`src/design/ksm_pkg.sv`:
```
`default_nettype none

package ksm_pkg;

  // Default sizes, handed to the top level's parameters.
  localparam int NUM_POINTS_DEF = 16;
  localparam int TAPS_DEF       = 4;

  localparam int NUM_AXES   = 3;
  localparam int IDX_W      = 4;
  localparam int DATA_W     = 32;
  localparam int COEF_W     = 16;
  localparam int CFG_IDX_W  = 3;
  localparam int FRAC_SHIFT = 14;
  localparam int ROUND_BIAS = 8192;

  // Product, pair sum, full sum and rounded sum widths.
  localparam int PROD_W = DATA_W + COEF_W;
  localparam int PAIR_W = PROD_W + 1;
  localparam int SUM_W  = PROD_W + 2;
  localparam int RND_W  = PROD_W + 3;
  localparam int SHR_W  = RND_W - FRAC_SHIFT;

  localparam logic [DATA_W-1:0] DATA_MAX = {1'b0, {(DATA_W-1){1'b1}}};
  localparam logic [DATA_W-1:0] DATA_MIN = {1'b1, {(DATA_W-1){1'b0}}};

  typedef enum logic [CFG_IDX_W-1:0] {
    REG_COEF_OLDEST     = 3'd0,
    REG_COEF_MIDDLE     = 3'd1,
    REG_COEF_PREVIOUS   = 3'd2,
    REG_COEF_SAMPLE     = 3'd3,
    REG_INVALID_Z_LIMIT = 3'd4
  } cfg_reg_e;

  typedef struct packed {
    logic        [IDX_W-1:0]  point_index;
    logic signed [DATA_W-1:0] pos_x;
    logic signed [DATA_W-1:0] pos_y;
    logic signed [DATA_W-1:0] pos_z;
  } in_item_t;

  typedef struct packed {
    logic        [IDX_W-1:0]  out_index;
    logic signed [DATA_W-1:0] filt_x;
    logic signed [DATA_W-1:0] filt_y;
    logic signed [DATA_W-1:0] filt_z;
    logic                     held;
  } out_item_t;

  typedef struct packed {
    logic signed [COEF_W-1:0] coef_oldest;
    logic signed [COEF_W-1:0] coef_middle;
    logic signed [COEF_W-1:0] coef_previous;
    logic signed [COEF_W-1:0] coef_sample;
    logic signed [DATA_W-1:0] invalid_z_limit;
  } cfg_t;

  localparam cfg_t CFG_RESET = '{
    coef_oldest:     16'sd0,
    coef_middle:     16'sd0,
    coef_previous:   16'sd0,
    coef_sample:     16'sd16384,
    invalid_z_limit: -32'sd5898240
  };

  // Keypoints whose history write is still outstanding in the pipeline.
  typedef struct packed {
    logic             s1_busy;
    logic [IDX_W-1:0] s1_idx;
    logic             s2_busy;
    logic [IDX_W-1:0] s2_idx;
    logic             s3_busy;
    logic [IDX_W-1:0] s3_idx;
  } pipe_status_t;

  function automatic logic signed [PROD_W-1:0] mul(input logic signed [COEF_W-1:0] c,
                                                   input logic signed [DATA_W-1:0] v);
    mul = PROD_W'(c) * PROD_W'(v);
  endfunction

  // Round half up to Q16.16, then saturate to the data width.
  function automatic logic signed [DATA_W-1:0] round_sat(input logic signed [SUM_W-1:0] s);
    logic signed [RND_W-1:0] t;
    logic        [SHR_W-1:0] q;
    t = RND_W'(s) + RND_W'(ROUND_BIAS);
    q = t[RND_W-1:FRAC_SHIFT];
    if ((&q[SHR_W-1:DATA_W-1]) || !(|q[SHR_W-1:DATA_W-1])) begin
      round_sat = q[DATA_W-1:0];
    end else if (q[SHR_W-1]) begin
      round_sat = DATA_MIN;
    end else begin
      round_sat = DATA_MAX;
    end
  endfunction

endpackage

`default_nettype wire

```
`src/design/ksm_cfg_regs.sv`:
```
`default_nettype none

module ksm_cfg_regs (
  input  logic                          clk_i,
  input  logic                          rst_ni,
  input  logic                          cfg_valid_i,
  input  logic [ksm_pkg::CFG_IDX_W-1:0] cfg_index_i,
  input  logic [ksm_pkg::DATA_W-1:0]    cfg_data_i,
  output logic                          cfg_ready_o,
  output ksm_pkg::cfg_t                 cfg_o
);
  import ksm_pkg::*;

  cfg_t cfg_q, cfg_d;

  assign cfg_ready_o = 1'b1;
  assign cfg_o       = cfg_q;

  always_comb begin
    cfg_d = cfg_q;
    if (cfg_valid_i) begin
      case (cfg_index_i)
        REG_COEF_OLDEST:     cfg_d.coef_oldest     = cfg_data_i[COEF_W-1:0];
        REG_COEF_MIDDLE:     cfg_d.coef_middle     = cfg_data_i[COEF_W-1:0];
        REG_COEF_PREVIOUS:   cfg_d.coef_previous   = cfg_data_i[COEF_W-1:0];
        REG_COEF_SAMPLE:     cfg_d.coef_sample     = cfg_data_i[COEF_W-1:0];
        REG_INVALID_Z_LIMIT: cfg_d.invalid_z_limit = cfg_data_i;
        default: ;
      endcase
    end
  end

  always_ff @(posedge clk_i or negedge rst_ni) begin
    if (!rst_ni) begin
      cfg_q <= CFG_RESET;
    end else begin
      cfg_q <= cfg_d;
    end
  end

endmodule

`default_nettype wire

```
`config.mk`:
```
export PLATFORM = sky130hd
export DESIGN_NAME = ksm_cfg_regs
export DESIGN_NICKNAME = d
export VERILOG_FILES = /design/src/design/ksm_pkg.sv /design/src/design/ksm_cfg_regs.sv
export SDC_FILE = /design/constraint.sdc
export NUM_CORES = 1
export LEC_CHECK = 0
export BUFFER_PORTS_ARGS = -buffer_cell sky130_fd_sc_hd__buf_2
export CORE_ASPECT_RATIO = 1.75
export CORE_UTILIZATION = 35
export DETAILED_ROUTE_END_ITERATION = 10
export SYNTH_ARGS = -nofsm -noshare
export SYNTH_HDL_FRONTEND = slang
export SYNTH_SLANG_ARGS = --single-unit
```
`constraint.sdc`:
```
create_clock -name clk_i -period 0.9 [get_ports clk_i]
set_clock_uncertainty 0.2 [all_clocks]
set_input_delay 0.045 -clock clk_i [delete_from_list [all_inputs] [get_ports clk_i]]
set_output_delay 0.045 -clock clk_i [all_outputs]
set_load 0.1 [all_outputs]
```
==> results of run 1 <==
-- area by class of cell --
type                       count  area [um^2]  share of cell area, %
tap                          127          159                   1.81
clock buffer                  13          260                   2.97
sequential                    96         2710                   30.9
clock inverter                 3         65.1                  0.743
multi-input combinational    102         1540                   17.6
timing repair buffer         289         4030                   46.0
-- metrics by stage --
| step | setup WS (ns) | TNS (ns) |
|---|---|---|
| floorplan | -0.436 | -34.77 |
| global placement | -0.594 | -53.83 |
| detailed placement | -0.638 | -56.93 |
| CTS | -0.505 | -60.36 |
| global route | -0.534 | -66.24 |
| finish | -0.506 | -63.20 |
-- cells in the mapped netlist --
master | count | area share, %
and4bb_2 | 2 | 0.68
buf_2 | 1 | 0.14
buf_4 | 1 | 0.20
buf_6 | 8 | 2.4
clkbuf_2 | 1 | 0.14
conb_1 | 1 | 0.10
dfrtp_1 | 83 | 56
dfstp_2 | 13 | 9.3
mux2_1 | 2 | 0.61
mux2_2 | 94 | 29
nand4b_2 | 1 | 0.41
nor4b_4 | 1 | 0.65
nor4bb_1 | 1 | 0.27
-- timing repair --
| action | 4_1_cts | 5_1_grt |
|---|---|---|
| resized for setup | 155 | 30 |
| setup endpoints to repair | 192 | 192 |
| pin swaps | 3 | 3 |
| hold endpoints to repair | 192 | 86 |
| gates cloned | 5 | 2 |
| setup buffers | 22 | 31 |
-- worst max path at each step --
stage	end	depth (start not counted)
after global routing	cfg_o[29]	1
final	cfg_o[29]	1
after global placement	cfg_o[5]$_DFFE_PN0P_	4
after detailed placement	cfg_o[5]$_DFFE_PN0P_	4
after floorplan	cfg_o[80]$_DFFE_PN0P_	3
after CTS	cfg_o[23]	1
-- layer usage --
metal  global-route usage, %  wire (um)  vias to the layer above
met2                    47.4       8030                       87
met3                    4.50        422                       18
met5                       0          0                        -
met4                    10.9        374                        0
met1                    28.8       4920                     1533
li1                        -          -                     1309
-- power breakdown --
group	internal (uW)	switching (uW)	leakage (uW)
Clock	2590	1650	0.000160
Combinational	7230	9180	0.00276
Sequential	5860	894	0.00105
-- kinds of logic (layout without fill, tap and decap cells) --
group / Yosys count / in the layout / synth area share [%]
flops: 96 / 96 / 65.6
other cells: 1 / 1 / 0.102
simple gates: 5 / 5 / 2.00
buf+inv: 11 / 305 / 2.92
mux: 96 / 96 / 29.3
==> results.md, run 1 <==
* Design Area, Final at 8760 um^2
* Failing checks: hold timing, setup timing
* Max reg flops at 96
* Crit path time final at 1.41 ns
* GPL Wtd Cong at between 0.7 and 0.8
* Clk_lat worst skew at ~0.34 ns
* Worst path required time at 0.65 ns
* Lkg Pwr at 0.00397 uW
* Vias in the first global route at ~3200
* CP Launch Type: flop
* Number of I/O pins at approximately 140
* Final hold violations at 86
* Sequence of cells on the critical path: buf_12
* CTS H-tree depth at 3
* Worst path bufs/invs at 1
* Total power at around 27000 uW
* Slowest stage cell on the critical path: dfstp_4
* Reg2reg path depth at 2
* Vias/cell at 4.68
* Avg Inst Size Synth at around 18 um^2
* RR Startpoint: cfg_o[52]$_DFFE_PN0P_
* Hold path depth at 2
* Most common cell after layout, fill and taps aside: buf_6
* Num CTS Buffers at 9
* Max VDD drop at about 0.0022 V
* Fillers at 427
* Diodes inserted at 0
* Post-DP Area at 7210 um^2
* Share of cells above drive strength 1 at 96.8%
* Most frequent cells in the layout: buf_6 (118), buf_12 (110), mux2_4 (94), dfrtp_4 (54), buf_2 (33)
* Pwr Density at 3130 nW/um^2
* Delay-heaviest family, CP: flip-flops
* Remaining antenna violation count at 0
* Final setup violation count at 192
* Post-Syn Area at about 3700 um^2
* CTS tree: built
* Synth-to-layout area growth at 138%
* Residual DRC at 0
* CP Launch Point: cfg_o[29]$_DFFE_PN1P_
* WS Path Type: flop to output pin
* Worst R2R Setup Slack at -0.29 ns
* Routed via count at 2947
* Synth warn at 0
* Die Span Y at 138 um
* Fmax at 711 MHz
* Iteration-0 DRC Markers at 106
* Core area at 10200 um^2
* Worst Hold Class: input pin to flop
* PnR worst setup slack at -0.506 ns
* Max-Cap Viols at 0
* Synth Register Bits at 96
* Initial core utilization at 36.0%
* Critical Path Max Stage Delay at 0.64 ns
* Register area share after synthesis at 65.6%
* DIE AREA at between 10000 and 15000 um^2
* First-pass detailed-route iteration total at 4
* Worst Hold Launch: cfg_data_i[16]
* Die X at about 80 um
* Global-route wire length before repair at 20000 um
* Final net count at 536
* Unrepaired setup endpoints after global routing: yes
* DP Cell Count at 555
* Clock transition at path regs at 0.07 ns
* Synth cell types at 13
* Cells after synthesis at 209
* Cts hold-fix bufs at 13
* Syn_nets at 247
* Status: finished, violations left
* Pin count of the biggest net entering global routing at 28
* Routed wire per std cell at 21.8 um
* Part of the cycle the worst path needs at 156%
* Gr usage total at 25.8%
* Final core utilization at 85.6%
* Max Slew Vio Count at 0
* Total congestion overflow at 0
* Antenna violations before repair at 0
* Row cnt at 49
* Hpwl dp at 7580 um
* Worst-path maximum fanout at 2
* Worst Hold End: cfg_o[16]$_DFFE_PN0P_
* R2R Path End: cfg_o[52]$_DFFE_PN0P_
* Final WL at 13700 um
* Clock sinks at 96
* CP Data Arrival Time at 1.16 ns
* Worst setup EP type: output pin
* Hold Slack at -0.264 ns
* Port Buf Inserts at between 100 and 150
* Longest Clk Path Bufs at 2
* Final std cells w/o fill at 630
* Root buffer cell: clkbuf_16
(Power assumes the default switching activity.)
==> run 2: changes to the inputs <==
CELL_PAD_IN_SITES_DETAIL_PLACEMENT = 2   (was unset)
CELL_PAD_IN_SITES_GLOBAL_PLACEMENT = 2   (was unset)
CORE_UTILIZATION = 30   (was 35)
PLACE_DENSITY_LB_ADDON = 0.1   (was unset)
clock period = 1.2 ns   (was 0.9 ns; I/O delays follow)
==> run 2 against run 1 <==
Compared with the run above: the run still ends with hold timing, setup timing left; clock power down 28%; sequential share of layout area up 4.0 points; routed wire length up 22%; sequential cell count unchanged; via count down 6.2%; final cell count down 4.1%; die area up 16%; cell area down 12%; combinational power down 35%; critical path depth unchanged; worst hold slack better by 0.23 ns; critical endpoint is now cfg_o[46]; largest power group unchanged; highest routed layer unchanged.
==> results.md, run 2 (synthesis gave the netlist of run 1 again) <==
* Number of I/O pins at 135 (unchanged)
* Final hold violations at 8 (-91%)
* R2R Path End: cfg_o[75]$_DFFE_PN0P_
* Final setup violation count at 110 (-43%)
* CP Launch Point: cfg_o[46]$_DFFE_PN1P_
* Combinational power share at 55.8% (-4.1 points)
* Status: finished, violations left
* CP Launch Type: flop
* WS Path Type: flop to output pin
* Clock transition at path regs at 0.08 ns (about the same)
* Max VDD drop at 0.00168 V (-24%)
* Longest Clk Path Bufs at 2 (unchanged)
* Initial core utilization at 30.7% (-5.3 points)
* Reg2reg path depth at 2 (unchanged)
* Global-route wire length before repair at 21400 um (+7.1%)
* Vias in the first global route at 3228 (-0.43%)
* Seq pwr share at 28.2% (+3.6 points)
* RR Startpoint: cfg_o[75]$_DFFE_PN0P_
* Max reg flops at 96 (unchanged)
* PnR worst setup slack at -0.256 ns (+0.250 ns)
* Failing checks: hold timing, setup timing
* Most frequent cells in the layout: buf_12 (103), mux2_4 (76), dfrtp_4 (54), buf_2 (36), dlygate4sd3_1 (33)
* Fmax at 687 MHz
* Hold Slack at -0.0306 ns (+0.233 ns)
* Max-Cap Viols at 0 (unchanged)
* Routed wire per std cell at 27.7 um (+27%)
* Pin count of the biggest net entering global routing at 33 (+18%)
* Vias/cell at 4.58 (-2.1%)
* Design Area, Final at 7750 um^2 (-12%)
* Core area at 12000 um^2 (+17%)
* Remaining antenna violation count at 0 (unchanged)
* Crit path time final at 1.46 ns
* Gr usage total at 23.8% (-2.0 points)
* Worst Hold Class: input pin to asynchronous set/reset pin
* CP Data Arrival Time at 1.20 ns (+0.04 ns)
* Switch share at 46.6% (+3.8 points)
* Cts hold-fix bufs at 33 (+20)
* Synth-to-layout area growth at 110%
* Final core utilization at 64.6% (-21 points)
* Num CTS Buffers at 9 (unchanged)
* Worst setup EP type: output pin
* TNS Setup at -9.42 ns (+53.78 ns)
* Part of the cycle the worst path needs at 121%
* Critical Path Max Stage Delay at 0.65 ns (about the same)
* Clock sinks at 96 (unchanged)
* Iteration-0 DRC Markers at 66 (-38%)
* Worst-path maximum fanout at 2 (unchanged)
* Delay-heaviest family, CP: flip-flops
* Post-DP Area at 6740 um^2 (-6.6%)
* Worst R2R Setup Slack at -0.03 ns (+0.26 ns)
* Most common cell after layout, fill and taps aside: buf_12
* Sw power at 8900 uW (-24%)
* CTS H-tree depth at 3 (unchanged)
* Root buffer cell: clkbuf_16
* Final WL at 16700 um (+22%)
* Port Buf Inserts at 133 (unchanged)
* GPL Wtd Cong at 0.664 (-11%)
* Max Slew Vio Count at 0 (unchanged)
* Residual DRC at 0 (unchanged)
* Sequence of cells on the critical path: buf_12
* Lkg Pwr at 0.00340 uW (-14%)
* Unrepaired setup endpoints after global routing: yes
* Total congestion overflow at 0 (unchanged)
* Die Span Y at 149 um (+7.9%)
* Final net count at 472 (-12%)
* Slowest stage cell on the critical path: dfstp_4
* Power share of the clock group at 15.9% (+0.4 points)
* First-pass detailed-route iteration total at 4 (unchanged)
* Antenna violations before repair at 0 (unchanged)
* Die X at 85.8 um (+7.8%)
* Worst path bufs/invs at 1 (unchanged)
* DIE AREA at 12700 um^2 (+16%)
* CTS tree: built
* Clk_lat worst skew at 0.36 ns (+0.02 ns)
* Share of cells above drive strength 1 at 91.6% (-5.2 points)
* Diodes inserted at 0 (unchanged)
* Worst path required time at 0.94 ns (+0.29 ns)
* Routed via count at 2765 (-6.2%)
* Pwr Density at 2460 nW/um^2 (-21%)
* Hpwl dp at 8350 um (+10%)
* Row cnt at 53 (+8.2%)
* Cell internal pwr at 10200 uW (-35%)
run 2: cell types whose count changed in the layout (fill, tap and decap cells not counted), moves of 3 or more:
cell           before  now
buf_6             118   22
buf_4               9   30
dlygate4sd3_1      13   33
mux2_4             94   76
mux2_2              2   19
buf_12            110  103
buf_2              33   36
run 2: per-layer routing:
metal	track usage [%]	vias up	wire [um]
met5	0	-	0
met2	42.6	116	9180
met4	8.58	0	509
met3	6.27	26	832
met1	26.9	1440	6190
li1	-	1183	-
run 2: worst max path at each step:
stage,to,slack [ns],depth (start not counted)
2_1_floorplan,cfg_o[80]$_DFFE_PN0P_,-0.15,3
3_3_place_gp,cfg_o[0]$_DFFE_PN0P_,-0.34,4
3_5_place_dp,cfg_o[0]$_DFFE_PN0P_,-0.38,4
4_1_cts,cfg_o[25],-0.24,1
5_1_grt,cfg_o[46],-0.27,1
6_report,cfg_o[46],-0.26,1
run 2: metrics by stage:
stage	hold WS, ns	setup WS (ns)	cells	total power (uW)
after CTS	-0.0589	-0.236	592	18600
after floorplan	-0.436	-0.151	209	11200
after global routing	-0.0216	-0.272	604	19500
after global placement	-0.234	-0.340	517	15100
final	-0.0306	-0.256	604	19100
after detailed placement	-0.233	-0.378	517	15300
run 2: cell type report:
type / instances / area [um^2]
clock inverter: 7 / 70.1
multi-input combinational: 102 / 1470
sequential: 96 / 2710
clock buffer: 9 / 225
timing repair buffer: 225 / 3070
fill: 919 / 4250
tap: 165 / 206
run 2: power by group through the flow:
stage | Combinational [uW] | Clock (uW) | Sequential (uW)
after floorplan | 1030 | 0 | 10200
after global placement | 9830 | 0 | 5270
after detailed placement | 9940 | 0 | 5330
after CTS | 10400 | 2990 | 5250
after global routing | 10900 | 3150 | 5470
final | 10700 | 3040 | 5400
run 2: timing repair:
item / in CTS / in global routing
resized for setup: 3 / 22
pin swaps: 0 / 1
setup buffers: 26 / 10
gates cloned: 0 / 2
hold endpoints to repair: 192 / 8
setup endpoints to repair: 96 / 133
